$ cat config.mk
export PLATFORM = sky130hd
export DESIGN_NAME = bitmap_first_last_bit_search
export DESIGN_NICKNAME = d
export VERILOG_FILES = /design/src/rtl/bflb_pkg.sv /design/src/rtl/bflb_ctrl.sv /design/src/rtl/bflb_dp.sv /design/src/rtl/bitmap_first_last_bit_search.sv
export SDC_FILE = /design/constraint.sdc
export NUM_CORES = 1
export LEC_CHECK = 0
export BUFFER_PORTS_ARGS = -buffer_cell sky130_fd_sc_hd__buf_2
export CELL_PAD_IN_SITES_DETAIL_PLACEMENT = 0
export CELL_PAD_IN_SITES_GLOBAL_PLACEMENT = 1
export CORE_ASPECT_RATIO = 1.75
export CORE_MARGIN = 1
export CORE_UTILIZATION = 55
export DETAILED_ROUTE_END_ITERATION = 6
export PLACE_DENSITY_LB_ADDON = 0.1
export SETUP_SLACK_MARGIN = 0.02
export SLEW_MARGIN = 20
export SYNTH_ARGS = -nofsm -noshare
export SYNTH_HDL_FRONTEND = slang
export SYNTH_HIERARCHICAL = 1
export SYNTH_SLANG_ARGS = --single-unit
$ cat constraint.sdc
create_clock -name aclk -period 6.2 [get_ports aclk]
set_input_delay 0.62 -clock aclk [delete_from_list [all_inputs] [get_ports aclk]]
set_output_delay 0.62 -clock aclk [all_outputs]
set_load 0.05 [all_outputs]
$ cat src/rtl/bflb_pkg.sv
// package with constants, payload types and control types for the bitmap bit search
`timescale 1ns / 1ps

package bflb_pkg;

    localparam int WORD_BITS = 32;
    localparam int WORDS = 8;

    localparam int OPCODE_W = 3;
    localparam int WORD_INDEX_W = 3;
    localparam int WORD_DATA_W = 32;
    localparam int BIT_COUNT_W = 9;
    localparam int POSITION_W = 8;

    localparam int TOTAL_BITS = WORDS * WORD_BITS;
    localparam int CNT_W = $clog2(TOTAL_BITS + 1);
    localparam int IDX_W = (WORDS > 1) ? $clog2(WORDS) : 1;
    localparam int BIT_W = $clog2(WORD_BITS);
    localparam int CMP_W = (CNT_W > BIT_COUNT_W) ? CNT_W : BIT_COUNT_W;
    localparam int SUM_W = (CNT_W > POSITION_W) ? CNT_W : POSITION_W;
    localparam int WI_W = (IDX_W > WORD_INDEX_W) ? IDX_W : WORD_INDEX_W;
    localparam int WD_W = (WORD_BITS > WORD_DATA_W) ? WORD_BITS : WORD_DATA_W;

    localparam logic [OPCODE_W-1:0] OP_WRITE = 3'd0;
    localparam logic [OPCODE_W-1:0] OP_FIRST_SET = 3'd1;
    localparam logic [OPCODE_W-1:0] OP_FIRST_CLEAR = 3'd2;
    localparam logic [OPCODE_W-1:0] OP_LAST_SET = 3'd3;
    localparam logic [OPCODE_W-1:0] OP_LAST_CLEAR = 3'd4;

    typedef struct packed {
        logic [OPCODE_W-1:0]     opcode;
        logic [WORD_INDEX_W-1:0] word_index;
        logic [WORD_DATA_W-1:0]  word_data;
        logic [BIT_COUNT_W-1:0]  bit_count;
    } s_payload_t;

    typedef struct packed {
        logic                  found;
        logic [POSITION_W-1:0] position;
    } m_payload_t;

    typedef struct packed {
        logic wr_word;
        logic start_query;
        logic step;
        logic capture;
        logic load_out;
    } ctrl_cmd_t;

    typedef struct packed {
        logic hit;
        logic last_word;
    } dp_status_t;

    typedef enum logic [1:0] {
        ST_IDLE,
        ST_SCAN,
        ST_HOLD
    } state_t;

endpackage

$ cat src/rtl/bflb_ctrl.sv
// controller state machine for the bitmap bit search
`timescale 1ns / 1ps

module bflb_ctrl (
    input  logic                           aclk,
    input  logic                           aresetn,
    input  logic                           s_valid,
    output logic                           s_ready,
    input  logic [bflb_pkg::OPCODE_W-1:0]  s_opcode,
    output logic                           m_valid,
    input  logic                           m_ready,
    input  bflb_pkg::dp_status_t           status,
    output bflb_pkg::ctrl_cmd_t            cmd
);
    import bflb_pkg::*;

    state_t state_reg;
    state_t state_next;
    logic   m_valid_reg;
    logic   m_valid_next;

    always_ff @(posedge aclk) begin
        if (!aresetn) begin
            state_reg   <= ST_IDLE;
            m_valid_reg <= 1'b0;
        end else begin
            state_reg   <= state_next;
            m_valid_reg <= m_valid_next;
        end
    end

    always_comb begin
        state_next = state_reg;
        cmd = '0;
        s_ready = 1'b0;
        unique case (state_reg)
            ST_IDLE: begin
                s_ready = 1'b1;
                if (s_valid) begin
                    case (s_opcode) inside
                        OP_WRITE: begin
                            cmd.wr_word = 1'b1;
                        end
                        OP_FIRST_SET, OP_FIRST_CLEAR, OP_LAST_SET, OP_LAST_CLEAR: begin
                            cmd.start_query = 1'b1;
                            state_next = ST_SCAN;
                        end
                        default: ;
                    endcase
                end
            end
            ST_SCAN: begin
                if (status.hit || status.last_word) begin
                    cmd.capture = 1'b1;
                    state_next = ST_HOLD;
                end else begin
                    cmd.step = 1'b1;
                end
            end
            ST_HOLD: begin
                if (!m_valid_reg || m_ready) begin
                    cmd.load_out = 1'b1;
                    state_next = ST_IDLE;
                end
            end
            default: state_next = ST_IDLE;
        endcase
    end

    always_comb begin
        m_valid_next = m_valid_reg;
        if (cmd.load_out) begin
            m_valid_next = 1'b1;
        end else if (m_valid_reg && m_ready) begin
            m_valid_next = 1'b0;
        end
    end

    assign m_valid = m_valid_reg;

    a_load_only_when_free: assert property (@(posedge aclk) disable iff (!aresetn)
        cmd.load_out |-> (!m_valid_reg || m_ready))
        else $error("output register overwritten while a result waits");

    a_scan_continues: assert property (@(posedge aclk) disable iff (!aresetn)
        (state_reg == ST_SCAN && !status.hit && !status.last_word) |=> state_reg == ST_SCAN)
        else $error("scan left before a match or the last word");

    a_no_step_past_last: assert property (@(posedge aclk) disable iff (!aresetn)
        cmd.step |-> !status.last_word)
        else $error("scan stepped past the last word");

    a_start_enters_scan: assert property (@(posedge aclk) disable iff (!aresetn)
        cmd.start_query |=> state_reg == ST_SCAN)
        else $error("query start did not enter scan");

endmodule

$ cat src/rtl/bflb_dp.sv
// datapath with the bitmap store, word scanner and result registers
`timescale 1ns / 1ps

module bflb_dp (
    input  logic                  aclk,
    input  logic                  aresetn,
    input  bflb_pkg::s_payload_t  s_payload,
    input  bflb_pkg::ctrl_cmd_t   cmd,
    output bflb_pkg::dp_status_t  status,
    output bflb_pkg::m_payload_t  m_payload
);
    import bflb_pkg::*;

    logic [WORD_BITS-1:0] bitmap_reg [WORDS];

    logic [CNT_W-1:0]     count_reg;
    logic [CNT_W-1:0]     count_next;
    logic [CNT_W-1:0]     base_reg;
    logic [IDX_W-1:0]     widx_reg;
    logic [IDX_W-1:0]     step_reg;
    logic                 want_set_reg;
    logic                 from_top_reg;
    logic                 res_found_reg;
    logic [POSITION_W-1:0] res_pos_reg;
    m_payload_t           out_reg;

    logic [WI_W-1:0]      wr_idx_ext;
    logic [WD_W-1:0]      wr_data_ext;
    logic                 q_want_set;
    logic                 q_from_top;
    logic [WORD_BITS-1:0] cur_word;
    logic [WORD_BITS-1:0] range_mask;
    logic [WORD_BITS-1:0] cand;
    logic [CNT_W:0]       base_lim;
    logic [CNT_W-1:0]     rem;
    logic [BIT_W-1:0]     bit_pos;
    logic [SUM_W-1:0]     pos_sum;

    assign wr_idx_ext  = WI_W'(s_payload.word_index);
    assign wr_data_ext = WD_W'(s_payload.word_data);
    assign q_want_set  = (s_payload.opcode == OP_FIRST_SET) || (s_payload.opcode == OP_LAST_SET);
    assign q_from_top  = (s_payload.opcode == OP_LAST_SET) || (s_payload.opcode == OP_LAST_CLEAR);

    always_comb begin
        if (CMP_W'(s_payload.bit_count) > CMP_W'(TOTAL_BITS)) begin
            count_next = CNT_W'(TOTAL_BITS);
        end else begin
            count_next = CNT_W'(s_payload.bit_count);
        end
    end

    // bitmap store
    always_ff @(posedge aclk) begin
        if (!aresetn) begin
            for (int i = 0; i < WORDS; i++) begin
                bitmap_reg[i] <= '0;
            end
        end else if (cmd.wr_word && ({1'b0, wr_idx_ext} < (WI_W + 1)'(WORDS))) begin
            bitmap_reg[wr_idx_ext[IDX_W-1:0]] <= wr_data_ext[WORD_BITS-1:0];
        end
    end

    // scan position
    always_ff @(posedge aclk) begin
        if (cmd.start_query) begin
            count_reg    <= count_next;
            want_set_reg <= q_want_set;
            from_top_reg <= q_from_top;
            step_reg     <= '0;
            if (q_from_top) begin
                widx_reg <= IDX_W'(WORDS - 1);
                base_reg <= CNT_W'((WORDS - 1) * WORD_BITS);
            end else begin
                widx_reg <= '0;
                base_reg <= '0;
            end
        end else if (cmd.step) begin
            step_reg <= step_reg + IDX_W'(1);
            if (from_top_reg) begin
                widx_reg <= widx_reg - IDX_W'(1);
                base_reg <= base_reg - CNT_W'(WORD_BITS);
            end else begin
                widx_reg <= widx_reg + IDX_W'(1);
                base_reg <= base_reg + CNT_W'(WORD_BITS);
            end
        end
    end

    assign cur_word = bitmap_reg[widx_reg];
    assign base_lim = {1'b0, base_reg} + (CNT_W + 1)'(WORD_BITS);
    assign rem      = count_reg - base_reg;

    always_comb begin
        if ({1'b0, count_reg} >= base_lim) begin
            range_mask = '1;
        end else if (count_reg > base_reg) begin
            range_mask = ~({WORD_BITS{1'b1}} << rem[BIT_W-1:0]);
        end else begin
            range_mask = '0;
        end
    end

    assign cand = (want_set_reg ? cur_word : ~cur_word) & range_mask;

    // lowest or highest candidate bit
    always_comb begin
        bit_pos = '0;
        if (from_top_reg) begin
            for (int b = 0; b < WORD_BITS; b++) begin
                if (cand[b]) begin
                    bit_pos = BIT_W'(b);
                end
            end
        end else begin
            for (int b = WORD_BITS - 1; b >= 0; b--) begin
                if (cand[b]) begin
                    bit_pos = BIT_W'(b);
                end
            end
        end
    end

    assign pos_sum = SUM_W'(base_reg) + SUM_W'(bit_pos);

    assign status.hit       = |cand;
    assign status.last_word = (step_reg == IDX_W'(WORDS - 1));

    always_ff @(posedge aclk) begin
        if (cmd.capture) begin
            res_found_reg <= |cand;
            res_pos_reg   <= (|cand) ? pos_sum[POSITION_W-1:0] : '0;
        end
        if (cmd.load_out) begin
            out_reg.found    <= res_found_reg;
            out_reg.position <= res_pos_reg;
        end
    end

    assign m_payload = out_reg;

    a_miss_gives_zero: assert property (@(posedge aclk) disable iff (!aresetn)
        (cmd.capture && !status.hit) |=> (!res_found_reg && res_pos_reg == '0))
        else $error("miss did not report position zero");

endmodule

$ cat src/rtl/bitmap_first_last_bit_search.sv
// top level of the bitmap first and last bit search
`timescale 1ns / 1ps

// Holds a bitmap of WORDS words of WORD_BITS bits (8 x 32 here). A write request
// stores one word and gives no result. A query request (first set, first clear,
// last set, last clear over bits 0 to bit_count-1) scans the bitmap one word per
// cycle from the bottom or top word, stopping at the first word with a match or
// at the last word, then moves the answer into the output register once it is
// free; the next request is taken only after that move, since the scan walks the
// single bitmap read port. The input side accepts a new request while a finished
// result waits.
module bitmap_first_last_bit_search (
    input  logic                  aclk,
    input  logic                  aresetn,
    input  logic                  s_valid,
    output logic                  s_ready,
    input  bflb_pkg::s_payload_t  s_payload,
    output logic                  m_valid,
    input  logic                  m_ready,
    output bflb_pkg::m_payload_t  m_payload
);
    import bflb_pkg::*;

    ctrl_cmd_t  cmd;
    dp_status_t status;

    bflb_ctrl u_ctrl (
        .aclk     (aclk),
        .aresetn  (aresetn),
        .s_valid  (s_valid),
        .s_ready  (s_ready),
        .s_opcode (s_payload.opcode),
        .m_valid  (m_valid),
        .m_ready  (m_ready),
        .status   (status),
        .cmd      (cmd)
    );

    bflb_dp u_dp (
        .aclk      (aclk),
        .aresetn   (aresetn),
        .s_payload (s_payload),
        .cmd       (cmd),
        .status    (status),
        .m_payload (m_payload)
    );

endmodule

* Yosys cells after proc, flatten, opt, wreduce, memory -nomap -nowiden *
Memory sizes are Yosys's and may differ from the RTL's. A register that Yosys moved wholly into a read port is not among the register bits.
Cells that the tools add are included.

storage, ports and cells
  bits in registers = 47
  bits in writable memories = 256
  memories kept = 1
  output and inout port bits = 11
  logic and storage cells = 156
  bits of input ports = 51

memories
  name             words  bits a word  rd ports  clocked after Yosys merged registers in  write ports  RTL line       source
  u_dp.bitmap_reg  8      32           1         1                                        8            bflb_dp.sv:14  logic [WORD_BITS-1:0] bitmap_reg [WORDS];

operators by class
  shift-type cells = 1
  equal/unequal tests = 12
  $lt $le $gt $ge = 3
  reductions and logical operators = 14
  add/sub/neg operators = 8
  bitwise gates (word level) = 3
  multiplexer cells = 102

operator list
  kind                   number
  $mux 5                 49
  $mux 32                4
  $not 32->32            2
  $reduce_or 32->1       2
  $and 32x32->32         1
  $mux 4                 8
  $shl 32x5->32 const A  1
  $mux 3                 10
  $mux 9                 3
  $mux 2                 10
  $mux 1                 16
  $add 9x6->10 const B   1
  $ge 9x10->1            1
  $add 9x6->9 const B    1
  $gt 9x9->1             1
  $gt 9x9->1 const B     1
  $sub 9x6->9 const B    1
  $add 8x5->8            1
  $mux 8                 1
  $add 3x1->3 const B    2
  $eq 3x2->1 const B     2
  $eq 3x3->1 const B     2
  $ne 2x2->1 const B     3
  $pmux 2 s3             1
  other kinds (14)       19

* Longest topological paths before layout *
  word-level depth = 40
  gate-level depth with buffers = 18
  depth with buffers taken out = 17

* By module *
Netlist, hierarchy kept.

modules (own cells, without submodules)
  module     instances  cells each  area an instance (um^2)  seq. area each (um^2)
  bflb_dp    1          1218        15504.9                  8888.5
  bflb_ctrl  1          22          196.4                    60.1

* Worst setup path before layout *
Ideal clock, no wire load.

  path type = register -> register
  start = register u_ctrl.state_reg[0]
  end = memory u_dp.bitmap_reg[3][0] (enable)
  path buffers = 0
  arrival time = 3674 ps
  period minus slack after synthesis = 4140 ps
  library setup time = 466 ps
  required time = 5734 ps
  cell stages (with the launch flop) = 6
  setup slack = 2060 ps
  path through = dfxtp_1 -> nor2_2 -> nand2_1 -> nor4_2 -> nand3_1 -> o21ai_0

RTL lines
  what                    RTL line         source
  start, declared         bflb_ctrl.sv:17  state_t state_reg;
  start signal, assigned  bflb_ctrl.sv:27  state_reg <= state_next;
  end, declared           bflb_dp.sv:14

==> summary.md <==
| Metric | Value |
|---|---|
| Status | `complete, no violations` |
| DR vias | `10400` |
| Synth Flop Type | `edfxtp_1` |
| Initial Util | `0.561` |
| I/O pin count | `62` |
| Fraction of registers with async set/reset | `0` |
| Final period util | `0.825` |
| Fmax | `0.195 GHz` |
| Avg Cell Area, Syn | `12.7 sq um` |
| Final Max Tran Viols | `0` |
| Gr ovfl total | `0` |
| First-pass GRT wire length | `65.5 mm` |
| CTS Hold Buffers Added | `0` |
| Fill cells | `2267` |
| Critical Path AT | `5.32 ns` |
| Pwr dens | `311 mW/mm^2` |
| CTS tree | `yes` |
| DRC viols | `0` |
| Area Growth Syn to Fin | `10.2%` |
| 1st-pass router iterations | `5` |
| Die width | `130 microns` |
| Post-DP HPWL | `29.1 mm` |
| H-Tree Depth | `1` |
| Full die area | `0.0293 sq mm` |
| Ys Warns | `6` |
| Final TNS setup | `0 ns` |
| Max FFs per register | `256` |
| Hold WC Path Type | `in -> reg` |
| Port Buffers | `61` |
| Post-synthesis sequential area ratio | `0.570` |
| Slew Limit Headroom | `0.156` |
| Hold Vio Cnt, Final | `0` |
| Largest net degree at the start of global routing | `49` |
| Quantity of gates resized following cts | `0` |
| Chip height | `226 microns` |
| Post-synth EDFFs | `292` |
| Worst-path clk slew | `0.07 ns` |
| Final ANT Viol Nets | `0` |
| Core area | `0.0280 sq mm` |
| Slew @ Worst Pin | `1.25 ns` |
| Worst Setup Start Kind | `flop` |
| Gp weighted congestion | `0.972` |
| #FFs+latches synth | `301` |
| Total track usage | `0.315` |
| Worst-path fanout max | `11` |
| CP Class | `reg -> reg` |
| Final wirelength | `44.0 mm` |
| Layout cells sized above 1 | `0.164` |
| Final core utilization | `0.618` |
| Syn Inst Count | `1240` |
| Number of DRC markers in iteration 0 | `804` |
| Yosys cell types | `84` |
| Initial antenna violation count | `7` |
| Wire per inst | `26.1 microns` |
| Final setup fails | `0` |
| Critical Path RT | `6.41 ns` |
| Final net count | `1351` |
| Clock sink count | `301` |
| Syn nets | `1306` |
| Worst vdd ir | `0.000285 V` |
| Vias in the first global route | `10700` |
| Clock Skew | `0.0175 ns` |
| RSZ-0062 raised after global routing | `no` |
| Final Critical Period | `5.12 ns` |
| CTS buffer count | `28` |
| Worst-case clock buffer depth | `3` |
| Drt via density | `6.18` |
| Mapped cell area | `0.0157 sq mm` |
| Worst skew pair latency | `0.56 ns` |
| Max-cap violations | `0` |
| Lkg Pwr | `6.51 nW` |
| Setup bufs post-CTS | `0` |
| FP Rows | `81` |
| Setup crit end kind | `flop` |
| CTS root buf | `clkbuf_16` |
-- cells by family after synthesis --
logic type / count (synthesis) / share of synthesized area
flops: 301 / 0.570
fa+ha+maj: 15 / 0.0129
compound gates: 229 / 0.106
simple gates: 463 / 0.172
mux: 120 / 0.0940
xor+xnor: 25 / 0.0139
buf+inv: 87 / 0.0316
-- cell usage in the layout, fill, tap and decap left out, drive strengths merged, types with 15 or more instances in the layout --
cell type	Yosys	final
mux2i	84	84
a21oi	37	37
xnor2	22	22
a22o	15	15
or3	15	15
mux2	16	16
o21ai	42	42
clkbuf	39	33
mux4	20	20
inv	18	18
nor2	52	52
edfxtp	292	292
buf	30	84
nand2	39	39
nor2b	18	18
and2	267	267
a22oi	27	27
-- per-stage QoR --
| stage | hold WS, ns | cell area (sq um) | power [mW] | setup slack (ns) | cells |
|---|---|---|---|---|---|
| after detailed placement | 0.416 | 16400 | 3.65 | 1.24 | 1628 |
| after CTS | 0.343 | 17300 | 5.38 | 1.22 | 1677 |
| after global placement | 0.415 | 16400 | 3.65 | 1.18 | 1628 |
| after global routing | 0.349 | 17300 | 5.57 | 0.870 | 1681 |
| final | 0.365 | 17300 | 5.38 | 1.08 | 1682 |
| after floorplan | 0.400 | 15700 | 3.28 | 2.06 | 1240 |
-- critical path, cell delays in order, from the launching register on --
cell      delay (ns)
edfxtp_1        0.48
nand3_1         0.14
xnor2_1         0.13
ha_1            0.26
o21ai_0         0.86
o22ai_1         0.58
nor2_1          0.30
a311o_1         0.28
and2_1          0.22
nand2_2         0.10
nor4_4          0.49
inv_1           0.18
nor3_4          0.33
nor2_1          0.12
inv_1           0.30
-- cells in the mapped netlist, drive strengths merged (9+ instances only) --
cell type	n	area, sq um
edfxtp	292	8770
and2	267	1670
mux2i	84	841
nor2	52	203
o21ai	42	210
clkbuf	39	148
nand2	39	149
a21oi	37	185
buf	30	280
a22oi	27	208
xnor2	22	193
mux4	20	454
inv	18	67.6
nor2b	18	113
mux2	16	180
a22o	15	131
or3	15	93.8
nand2b	14	87.6
nand3	14	70.1
nor3	14	86.3
o211ai	14	120
o22ai	14	87.6
ha	13	163
and3	11	68.8
a31oi	9	62.6
dfxtp	9	180
-- power breakdown --
group / total [mW] / leakage [nW] / switching (mW) / internal [mW]
registers: 2.39 / 3.08 / 0.0760 / 2.31
logic: 1.26 / 2.97 / 0.803 / 0.458
clock network: 1.74 / 0.455 / 0.731 / 1.01
total: 5.38 / 6.51 / 1.61 / 3.77
-- final cells by class --
type                            count  area, sq um  area share
Timing Repair Buffer               84          478      0.0276
Inverter                           18         67.6     0.00391
Clock buffer                       33          771      0.0446
Clock inverter                     16          159     0.00918
Sequential cell                   301         8950       0.518
Antenna cell                        5         12.5    0.000723
Tap cell                          373          467      0.0270
Multi-Input combinational cell    852         6390       0.369
-- path summary, 6_finish.rpt --
| kind | startpoint | to | slack (ns) | depth (start not counted) |
|---|---|---|---|---|
| hold reg to reg | u_dp/res_found_reg$_DFFE_PP_ | u_dp/m_payload[8]$_DFFE_PP_ | 0.43 | 0 |
| hold / removal | s_payload[3] | u_dp/count_reg[3]$_SDFFCE_PN0P_ | 0.37 | 2 |
| setup / recovery | u_dp/base_reg[5]$_DFFE_PN_ | u_dp/base_reg[8]$_SDFFCE_PP0N_ | 1.08 | 14 |
| setup reg to reg | u_dp/base_reg[5]$_DFFE_PN_ | u_dp/base_reg[8]$_SDFFCE_PP0N_ | 1.08 | 14 |
-- metal layers --
layer | part of all wire | vias to the layer above | GRT usage
met5 | 0.00059 | - | 0
met4 | 0.060 | 4 | 0.172
met3 | 0.061 | 141 | 0.0515
met2 | 0.52 | 415 | 0.563
met1 | 0.36 | 5102 | 0.351
li1 | - | 4725 | -
No activity file was read; power rests on OpenSTA's default activity.
